**src/rtl/lknp_pkg.sv**
```systemverilog
package lknp_pkg;

	// byte values the parser reacts to
	localparam logic [7:0] CHAR_NUL   = 8'h00;
	localparam logic [7:0] CHAR_COMMA = 8'h2C;
	localparam logic [7:0] CHAR_PLUS  = 8'h2B;
	localparam logic [7:0] CHAR_MINUS = 8'h2D;
	localparam logic [7:0] CHAR_ZERO  = 8'h30;
	localparam logic [7:0] CHAR_NINE  = 8'h39;
	localparam logic [7:0] CHAR_SPACE = 8'h20;
	localparam logic [7:0] CHAR_TAB   = 8'h09;
	localparam logic [7:0] CHAR_CR    = 8'h0D;

	// key that selects a value for parsing
	localparam int unsigned KEY_LEN = 7;
	localparam logic [7:0] CHAR_L     = 8'h4C;
	localparam logic [7:0] CHAR_A     = 8'h41;
	localparam logic [7:0] CHAR_Y     = 8'h59;
	localparam logic [7:0] CHAR_E     = 8'h45;
	localparam logic [7:0] CHAR_R     = 8'h52;
	localparam logic [7:0] CHAR_COLON = 8'h3A;

	// result codes
	localparam logic [1:0] ERR_NONE     = 2'd0;
	localparam logic [1:0] ERR_NO_DIGIT = 2'd1;
	localparam logic [1:0] ERR_RANGE    = 2'd2;

	// int range limits on the magnitude
	localparam logic [35:0] MAG_NEG_LIMIT = 36'h0_8000_0000;
	localparam logic [31:0] MAG_POS_LIMIT = 32'h7FFF_FFFF;

	typedef enum logic [1:0] {
		PH_MATCH,
		PH_SKIPKEY,
		PH_SKIPVAL,
		PH_PARSE
	} parse_phase_t;

	typedef enum logic [1:0] {
		NP_SPACE,
		NP_SIGN,
		NP_DIGITS,
		NP_TAIL
	} number_phase_t;

	// byte handed from the key matcher to the number parser
	typedef struct packed {
		logic [7:0] byte_value;
		logic       last_byte;
		logic       in_value;
	} token_t;

	typedef struct packed {
		logic [31:0] layer_number;
		logic [1:0]  error_code;
	} result_t;

	// character of the key at a position
	function automatic logic [7:0] key_char(input logic [2:0] idx);
		logic [7:0] c;
		unique case (idx)
			3'd0: c = CHAR_L;
			3'd1: c = CHAR_A;
			3'd2: c = CHAR_Y;
			3'd3: c = CHAR_E;
			3'd4: c = CHAR_R;
			3'd5: c = CHAR_COLON;
			3'd6: c = CHAR_COLON;
			default: c = CHAR_NUL;
		endcase
		return c;
	endfunction

endpackage

```
**src/rtl/lknp_fifo.sv**
```systemverilog
module lknp_fifo #(
	parameter int WIDTH = 8
) (
	input  logic             clk,
	input  logic             arst_n,
	input  logic             push,
	input  logic [WIDTH-1:0] wr_data,
	output logic             full,
	input  logic             pop,
	output logic [WIDTH-1:0] rd_data,
	output logic             empty
);
	logic [WIDTH-1:0] mem_q [2];
	logic             wr_ptr_q;
	logic             rd_ptr_q;
	logic [1:0]       count_q;
	logic             wr_en;
	logic             rd_en;

	assign full    = (count_q == 2'd2);
	assign empty   = (count_q == 2'd0);
	assign wr_en   = push && !full;
	assign rd_en   = pop && !empty;
	assign rd_data = mem_q[rd_ptr_q];

	// storage
	always_ff @(posedge clk) begin
		if (wr_en) begin
			mem_q[wr_ptr_q] <= wr_data;
		end
	end

	// pointers and fill level
	always_ff @(posedge clk or negedge arst_n) begin
		if (!arst_n) begin
			wr_ptr_q <= 1'b0;
			rd_ptr_q <= 1'b0;
			count_q  <= 2'd0;
		end else begin
			if (wr_en) begin
				wr_ptr_q <= ~wr_ptr_q;
			end
			if (rd_en) begin
				rd_ptr_q <= ~rd_ptr_q;
			end
			if (wr_en && !rd_en) begin
				count_q <= count_q + 2'd1;
			end else if (rd_en && !wr_en) begin
				count_q <= count_q - 2'd1;
			end
		end
	end
endmodule

```
**src/rtl/lknp_front.sv**
```systemverilog
module lknp_front (
	input  logic           clk,
	input  logic           arst_n,
	input  logic           accept,
	input  logic [7:0]     byte_value,
	input  logic           last_byte,
	output logic           tok_push,
	output lknp_pkg::token_t tok
);
	import lknp_pkg::*;

	parse_phase_t phase_q, phase_d;
	logic [2:0]   match_count_q, match_count_d;

	// phase register
	always_ff @(posedge clk or negedge arst_n) begin
		if (!arst_n) begin
			phase_q       <= PH_MATCH;
			match_count_q <= 3'd0;
		end else if (accept) begin
			phase_q       <= phase_d;
			match_count_q <= match_count_d;
		end
	end

	// key matching and pair skipping
	always_comb begin
		phase_d       = phase_q;
		match_count_d = match_count_q;
		unique case (phase_q)
			PH_MATCH: begin
				if (match_count_q != 3'(KEY_LEN) && byte_value == key_char(match_count_q)) begin
					match_count_d = match_count_q + 3'd1;
				end else if (match_count_q == 3'(KEY_LEN) && byte_value == CHAR_NUL) begin
					phase_d       = PH_PARSE;
					match_count_d = 3'd0;
				end else begin
					phase_d       = (byte_value == CHAR_NUL) ? PH_SKIPVAL : PH_SKIPKEY;
					match_count_d = 3'd0;
				end
			end
			PH_SKIPKEY: begin
				if (byte_value == CHAR_NUL) begin
					phase_d = PH_SKIPVAL;
				end
			end
			PH_SKIPVAL: begin
				if (byte_value == CHAR_NUL) begin
					phase_d = PH_MATCH;
				end
			end
			PH_PARSE: begin
				if (byte_value == CHAR_NUL) begin
					phase_d = PH_MATCH;
				end
			end
			default: begin
				phase_d = PH_MATCH;
			end
		endcase
		if (last_byte) begin
			phase_d       = PH_MATCH;
			match_count_d = 3'd0;
		end
	end

	// value bytes and end of stream go on to the number parser
	assign tok.byte_value = byte_value;
	assign tok.last_byte  = last_byte;
	assign tok.in_value   = (phase_q == PH_PARSE);
	assign tok_push       = accept && ((phase_q == PH_PARSE) || last_byte);
endmodule

```
**src/rtl/lknp_back.sv**
```systemverilog
module lknp_back (
	input  logic              clk,
	input  logic              arst_n,
	input  logic              tok_valid,
	input  lknp_pkg::token_t  tok,
	output logic              tok_pop,
	input  logic              res_full,
	output logic              res_push,
	output lknp_pkg::result_t res
);
	import lknp_pkg::*;

	typedef struct packed {
		number_phase_t phase;
		logic [31:0]   magnitude;
		logic          negative_sign;
		logic          digit_seen;
		logic          overflowed;
		logic          field_started;
	} field_t;

	localparam field_t FIELD_CLEAR = '{NP_SPACE, 32'd0, 1'b0, 1'b0, 1'b0, 1'b0};

	field_t  field_q, field_d, upd;
	logic    discard_q, discard_d;
	logic    dig;
	logic    space;
	logic    sign;
	logic [35:0] prod;
	result_t fin;
	logic    fin_err;

	assign tok_pop = tok_valid && !res_full;

	// state registers
	always_ff @(posedge clk or negedge arst_n) begin
		if (!arst_n) begin
			field_q   <= FIELD_CLEAR;
			discard_q <= 1'b0;
		end else if (tok_pop) begin
			field_q   <= field_d;
			discard_q <= discard_d;
		end
	end

	// byte classes
	assign dig   = (tok.byte_value >= CHAR_ZERO) && (tok.byte_value <= CHAR_NINE);
	assign space = (tok.byte_value == CHAR_SPACE) ||
		((tok.byte_value >= CHAR_TAB) && (tok.byte_value <= CHAR_CR));
	assign sign  = (tok.byte_value == CHAR_PLUS) || (tok.byte_value == CHAR_MINUS);

	// times ten plus digit
	assign prod = ({4'd0, field_q.magnitude} << 3) + ({4'd0, field_q.magnitude} << 1) +
		{32'd0, tok.byte_value[3:0]};

	// one byte of a number field
	always_comb begin
		upd               = field_q;
		upd.field_started = 1'b1;
		unique case (field_q.phase)
			NP_SPACE: begin
				if (sign) begin
					upd.negative_sign = (tok.byte_value == CHAR_MINUS);
					upd.phase         = NP_SIGN;
				end else if (!space && !dig) begin
					upd.phase = NP_TAIL;
				end
			end
			NP_SIGN, NP_DIGITS: begin
				if (!dig) begin
					upd.phase = NP_TAIL;
				end
			end
			NP_TAIL: begin
			end
			default: begin
				upd.phase = NP_TAIL;
			end
		endcase
		if (dig && field_q.phase != NP_TAIL) begin
			upd.phase      = NP_DIGITS;
			upd.digit_seen = 1'b1;
			if (field_q.overflowed || prod > MAG_NEG_LIMIT) begin
				upd.overflowed = 1'b1;
			end else begin
				upd.magnitude = prod[31:0];
			end
		end
	end

	// finish a field: from the updated field on a plain byte, else the stored one
	always_comb begin
		field_t f;
		f = (tok.byte_value == CHAR_NUL || tok.byte_value == CHAR_COMMA) ? field_q : upd;
		fin_err = 1'b1;
		fin.layer_number = 32'd0;
		if (!f.digit_seen) begin
			fin.error_code = ERR_NO_DIGIT;
		end else if (f.overflowed || (!f.negative_sign && f.magnitude > MAG_POS_LIMIT)) begin
			fin.error_code = ERR_RANGE;
		end else begin
			fin_err          = 1'b0;
			fin.error_code   = ERR_NONE;
			fin.layer_number = f.negative_sign ? (32'd0 - f.magnitude) : f.magnitude;
		end
	end

	// transaction handling
	always_comb begin
		field_d   = field_q;
		discard_d = discard_q;
		res_push  = 1'b0;
		res       = fin;
		if (!discard_q && tok.in_value) begin
			priority if (tok.byte_value == CHAR_NUL) begin
				if (field_q.field_started) begin
					res_push  = tok_pop;
					discard_d = fin_err;
				end
				field_d = FIELD_CLEAR;
			end else if (tok.byte_value == CHAR_COMMA) begin
				res_push  = tok_pop;
				discard_d = fin_err;
				field_d   = FIELD_CLEAR;
			end else begin
				if (tok.last_byte) begin
					res_push = tok_pop;
					field_d  = FIELD_CLEAR;
				end else begin
					field_d = upd;
				end
			end
		end
		// end of stream starts afresh
		if (tok.last_byte) begin
			field_d   = FIELD_CLEAR;
			discard_d = 1'b0;
		end
	end
endmodule

```
**src/rtl/layer_key_number_list_parser.sv**
```systemverilog
// Layer-number list parser.
// Input side is a queue: drive byte_value and last_byte, raise push; a
// transaction happens at a clock edge with push high and full low. The stream
// is alternating NUL-terminated keys and values; last_byte marks its end.
// Output side is a queue: while empty is low, layer_number and error_code
// carry the oldest result; raising pop takes it at that edge.
// Only values under the key "LAYER::" yield results: one per comma-separated
// number, error_code 1 for a field without digits, 2 for a value outside the
// int range. After an error the rest of the stream is dropped.
// Throughput is one byte per cycle while full stays low. A front stage
// matches keys and forwards value bytes through a two-entry queue to the
// number accumulator, whose multiply-by-ten add is the critical step;
// results pass through a two-entry output queue. The byte that ends a field
// is registered in the inner queue, its result then in the output queue.
// When pop is held low the output queue fills, the accumulator stops and the
// inner queue then raises full; no transaction is lost.
// Asynchronous reset (arst_n low) empties both queues and restarts key
// matching at the start of a stream.
module layer_key_number_list_parser (
	input  logic        clk,
	input  logic        arst_n,
	input  logic [7:0]  byte_value,
	input  logic        last_byte,
	input  logic        push,
	output logic        full,
	output logic [31:0] layer_number,
	output logic [1:0]  error_code,
	output logic        empty,
	input  logic        pop
);
	import lknp_pkg::*;

	token_t  tok_in, tok_out;
	logic    tok_push;
	logic    tok_full;
	logic    tok_empty;
	logic    tok_pop;
	result_t res_in, res_out;
	logic    res_push;
	logic    res_full;

	assign full = tok_full;

	// key matching front
	lknp_front u_front (
		.clk        (clk),
		.arst_n     (arst_n),
		.accept     (push && !tok_full),
		.byte_value (byte_value),
		.last_byte  (last_byte),
		.tok_push   (tok_push),
		.tok        (tok_in)
	);

	// queue between front and number parser
	lknp_fifo #(
		.WIDTH ($bits(token_t))
	) u_tok_fifo (
		.clk     (clk),
		.arst_n  (arst_n),
		.push    (tok_push),
		.wr_data (tok_in),
		.full    (tok_full),
		.pop     (tok_pop),
		.rd_data (tok_out),
		.empty   (tok_empty)
	);

	// number parser
	lknp_back u_back (
		.clk       (clk),
		.arst_n    (arst_n),
		.tok_valid (!tok_empty),
		.tok       (tok_out),
		.tok_pop   (tok_pop),
		.res_full  (res_full),
		.res_push  (res_push),
		.res       (res_in)
	);

	// result queue
	lknp_fifo #(
		.WIDTH ($bits(result_t))
	) u_res_fifo (
		.clk     (clk),
		.arst_n  (arst_n),
		.push    (res_push),
		.wr_data (res_in),
		.full    (res_full),
		.pop     (pop),
		.rd_data (res_out),
		.empty   (empty)
	);

	assign layer_number = res_out.layer_number;
	assign error_code   = res_out.error_code;
endmodule

```
**config.mk**
```make
export PLATFORM = sky130hd
export DESIGN_NAME = layer_key_number_list_parser
export DESIGN_NICKNAME = d
export VERILOG_FILES = /design/src/rtl/lknp_pkg.sv /design/src/rtl/lknp_fifo.sv /design/src/rtl/lknp_front.sv /design/src/rtl/lknp_back.sv /design/src/rtl/layer_key_number_list_parser.sv
export SDC_FILE = /design/constraint.sdc
export NUM_CORES = 1
export LEC_CHECK = 0
export CAP_MARGIN = 15
export CORE_MARGIN = 2
export CORE_UTILIZATION = 40
export CTS_BUF_LIST = sky130_fd_sc_hd__clkbuf_8
export CTS_CLUSTER_SIZE = 14
export DETAILED_ROUTE_END_ITERATION = 7
export DONT_BUFFER_PORTS = 1
export PLACE_DENSITY = 0.68
export SYNTH_ARGS = -nofsm -noshare
export SYNTH_HDL_FRONTEND = slang
export SYNTH_SLANG_ARGS = --single-unit
```
**constraint.sdc**
```tcl
create_clock -name clk -period 6.3 [get_ports clk]
set_clock_uncertainty 0.05 [all_clocks]
set_input_delay 0.63 -clock clk [delete_from_list [all_inputs] [get_ports clk]]
set_output_delay 0.63 -clock clk [all_outputs]
set_load 0.02 [all_outputs]
```
==> summary.txt <==
Global route
  • Grt ovf: 0
  • Largest net degree at the start of global routing: 53
  • Vias in the first global route: 7531
  • Total track usage: 18.0%
  • First-pass GRT wire length: 38300 um
  • Initial antenna violation count: 0

Logic synthesis
  • Largest family of logic cells by synthesized area: compound AO/OA/AOI/OAI gates
  • Post-synth ARST share: 37.1%
  • Complex-gate fraction of the synthesized area: 17.9%
  • Mean Syn Cell Area: 9.67 sq um
  • Share of Yosys cell area claimed by the top area cell type: 26.6%
  • Synthesized area: 9930 sq um
  • Post-synth cell types: 84
  • Seq/Total Area, Yosys: 39.7%
  • Mux share of post-synthesis cell area: 7.78%
  • Largest area contributor in the netlist: edfxtp_1
  • XOR/XNOR Fraction of Synth Area: 5.47%
  • Flops & latches, synth: 140
  • Post-Synth Adder-Cell Area: 9.86%
  • Simple-gate share of the synthesized area: 16.2%
  • Syn Nets: 1117
  • Number of synthesized flops with an enable pin: 88
  • Main synth FF type: edfxtp_1
  • Synth area leaders: edfxtp_1, dfrtp_1, ha_1
  • Yosys warnings: 0
  • Syn Inst Count: 1027

Clock tree
  • CTS H-Tree Depth: 4
  • Num CTS Buffers: 17
  • CTS max path bufs: 2
  • Clk pin slew, worst setup/hold paths: 0.10 ns
  • CTS sink count: 140
  • Root Driver: clkbuf_8
  • Clock Latency Late Sink: 0.46 ns
  • CTS tree: built

Setup path
  • Kind of start point of the critical path: flop
  • CP required: 6.44 ns
  • Register-to-Register Path Depth: 23
  • Slowest CP cell: fa_1
  • Slack of the worst reg-to-reg path: 0.26 ns
  • CP arrival: 6.18 ns
  • WS Path Type: reg2reg
  • Start point of the critical path: u_tok_fifo.rd_ptr_q$_DFFE_PN0P_
  • Critical Path Sink: u_res_fifo.mem_q[1][32]$_DFFE_PP_
  • Cell Chain, Critical Path: mux2_4 > inv_4 > fa_1 > inv_1 > ha_1 > a21o_1 > and3_4 > o21a_1 > or3_4 > a21boi_2 > and4bb_2 > or4b_4 > nor4_4 > o21bai_4 > mux2i_4 > ha_2 > nand3_2 > or3_1 > mux2i_4 > nand3_1 > o31ai_2 > xnor2_1 > nor2_1
  • Worst R2R Start: u_tok_fifo.rd_ptr_q$_DFFE_PN0P_
  • CP max FO: 6
  • CP peak stage delay: 0.55 ns
  • Reg2reg end: u_res_fifo.mem_q[1][32]$_DFFE_PP_
  • Most frequent CP cell: mux2i_4
  • CP Capture Type: flop

Placed design
  • # port buffers: 0
  • Dpl hpwl: 17800 um
  • Placed Area: 10500 sq um
  • Gpl congestion: 0.866
  • # placed instances: 1345

Final layout
  • Layout cells sized above 1: 14.7%
  • N_diodes: 0
  • Final cell count without fillers: 1383
  • Fillers: 2260
  • Commonest non-fill, non-tap cells in the layout: nor2_1, nand2_1, edfxtp_1
  • Syn-to-layout area delta: 11.1%
  • Commonest non-fill, non-tap cell in the layout: nor2_1
  • Nets: 1136
  • Final instance area: 11000 sq um

Detailed routing
  • Post-DRT Antenna Nets: 0
  • DRT Pass-1 Iters: 7
  • Vias per inst: 5.61
  • # DRC: 0
  • Vias post-DR: 7763
  • Average wire per standard cell: 16.9 um
  • DR iter-0 viols: 461
  • Routed WL: 23400 um

STA
  • Fmax: 166 MHz
  • Slew HR: 36.4%
  • Tcrit/Tclk final: 95.9%
  • Final Hold Viols: 0
  • Final Critical Period: 6.04 ns
  • Slew @ Worst Pin: 0.945 ns
  • Final setup TNS: 0 ns
  • Final setup fails: 0
  • Max-slew violations: 0

Run status
  • Run status: complete, no violations

Pwr
  • Final Power: 3.01 mW
  • Maximum VDD drop: 0.153 mV
  • LEAKAGE: 4.72 nW
  • Power per standard cell area: 273 nW/um^2

Die
  • Initial core utilization: 40.8%
  • Row cnt: 57
  • Core area: 24300 sq um
  • I/O Pins: 49
  • Die area: 26100 sq um
  • Die Span Y: 162 um
  • Die W: 162 um

Worst hold path
  • HP Class: in2reg

Job
  • Max_cap viols: 0
==> flip-flops by register name, indices dropped and copies added, names as in the netlist, 2 cells and up <==
signal	flops
u_back.field_q	38
u_tok_fifo.count_q	2
u_front.match_count_q	3
u_res_fifo.count_q	2
u_res_fifo.mem_q	68
u_front.phase_q	2
u_tok_fifo.mem_q	20
==> through the flow <==
| stage | hold WS, ns | worst slack [ns] | util, % |
|---|---|---|---|
| after floorplan | 0.284 | -0.0701 | - |
| after global placement | 0.286 | 0.144 | 43.1 |
| after detailed placement | 0.285 | -0.0373 | 43.1 |
| after CTS | 0.198 | 0.0385 | 45.0 |
| after global routing | 0.195 | -0.00252 | 45.3 |
| final | 0.210 | 0.259 | 45.3 |
==> layer usage <==
metal | GRT usage (%) | vias to the layer above | part of all wire (%)
li1 | - | 3855 | -
met4 | 4.95 | 0 | 1.5
met3 | 2.16 | 29 | 4.2
met5 | 0 | - | 0
met1 | 25.7 | 3681 | 49
met2 | 28.8 | 198 | 46
==> where the power goes <==
part	switching [mW]	leakage (nW)	internal, mW
Combinational	0.688	3.02	0.375
Clock	0.408	0.197	0.331
Sequential	0.0677	1.51	1.14
==> synthesized netlist by cell type (all sizes together) (10+ instances only) <==
| library cell | n |
|---|---|
| mux2i | 34 |
| or3 | 11 |
| dfrtp | 52 |
| xnor2 | 40 |
| o31ai | 11 |
| inv | 34 |
| nand2b | 10 |
| mux2 | 38 |
| a21o | 14 |
| o211ai | 10 |
| nor2 | 108 |
| clkbuf | 33 |
| xor2 | 22 |
| edfxtp | 88 |
| nand3 | 21 |
| nor4 | 10 |
| o21ai | 84 |
| nand2 | 92 |
| ha | 75 |
| a21oi | 69 |
| nor3 | 20 |
==> critical path: cells and delay by family, from the launching register on <==
family	cells	cell delay [ns]
flip-flops	1	0.47
adder cells (fa/ha/maj)	3	1.05
AND/OR/NAND/NOR	9	2.27
multiplexers	3	0.70
buffers and inverters	2	0.11
XOR/XNOR	1	0.14
AO/OA/AOI/OAI	5	0.99
==> what timing repair did <==
action                                  CTS  global route
hold buffers                              2             0
pin swaps                                 0             7
endpoints found under the setup margin    6             8
hold endpoints to repair                 52             0
resized for setup                         2            13
buffers inserted                          0             4
==> cell type report <==
cell class	instances	area [sq um]	area share (%)
clock inverter	15	165	1.50
timing repair buffer	42	338	3.06
clock buffer	17	234	2.12
multi-input combinational	811	5810	52.7
sequential	140	3950	35.8
tap	324	405	3.68
inverter	34	130	1.18
==> worst min path at each step <==
stage | cells after the start | startpoint | to | slack, ns
floorplan | 0 | arst_n | u_back.discard_q$_DFFE_PN0P_ | 0.28
global placement | 0 | arst_n | u_res_fifo.count_q[1]$_DFFE_PN0P_ | 0.29
detailed placement | 0 | arst_n | u_res_fifo.count_q[1]$_DFFE_PN0P_ | 0.29
CTS | 0 | byte_value[7] | u_tok_fifo.mem_q[1][9]$_DFFE_PP_ | 0.20
global route | 0 | byte_value[7] | u_tok_fifo.mem_q[1][9]$_DFFE_PP_ | 0.19
finish | 0 | byte_value[7] | u_tok_fifo.mem_q[1][9]$_DFFE_PP_ | 0.21
==> cell families (layout without fill, tap and decap cells) <==
| group | Yosys count | in the layout |
|---|---|---|
| AOI/OAI and AO/OA | 269 | 269 |
| adders and majority gates | 77 | 77 |
| DFF | 140 | 140 |
| buffers and inverters | 76 | 108 |
| xor gates and xnor gates | 62 | 62 |
| muxes | 72 | 72 |
| and+or+nand+nor | 331 | 331 |
(Power assumes the default switching activity.)
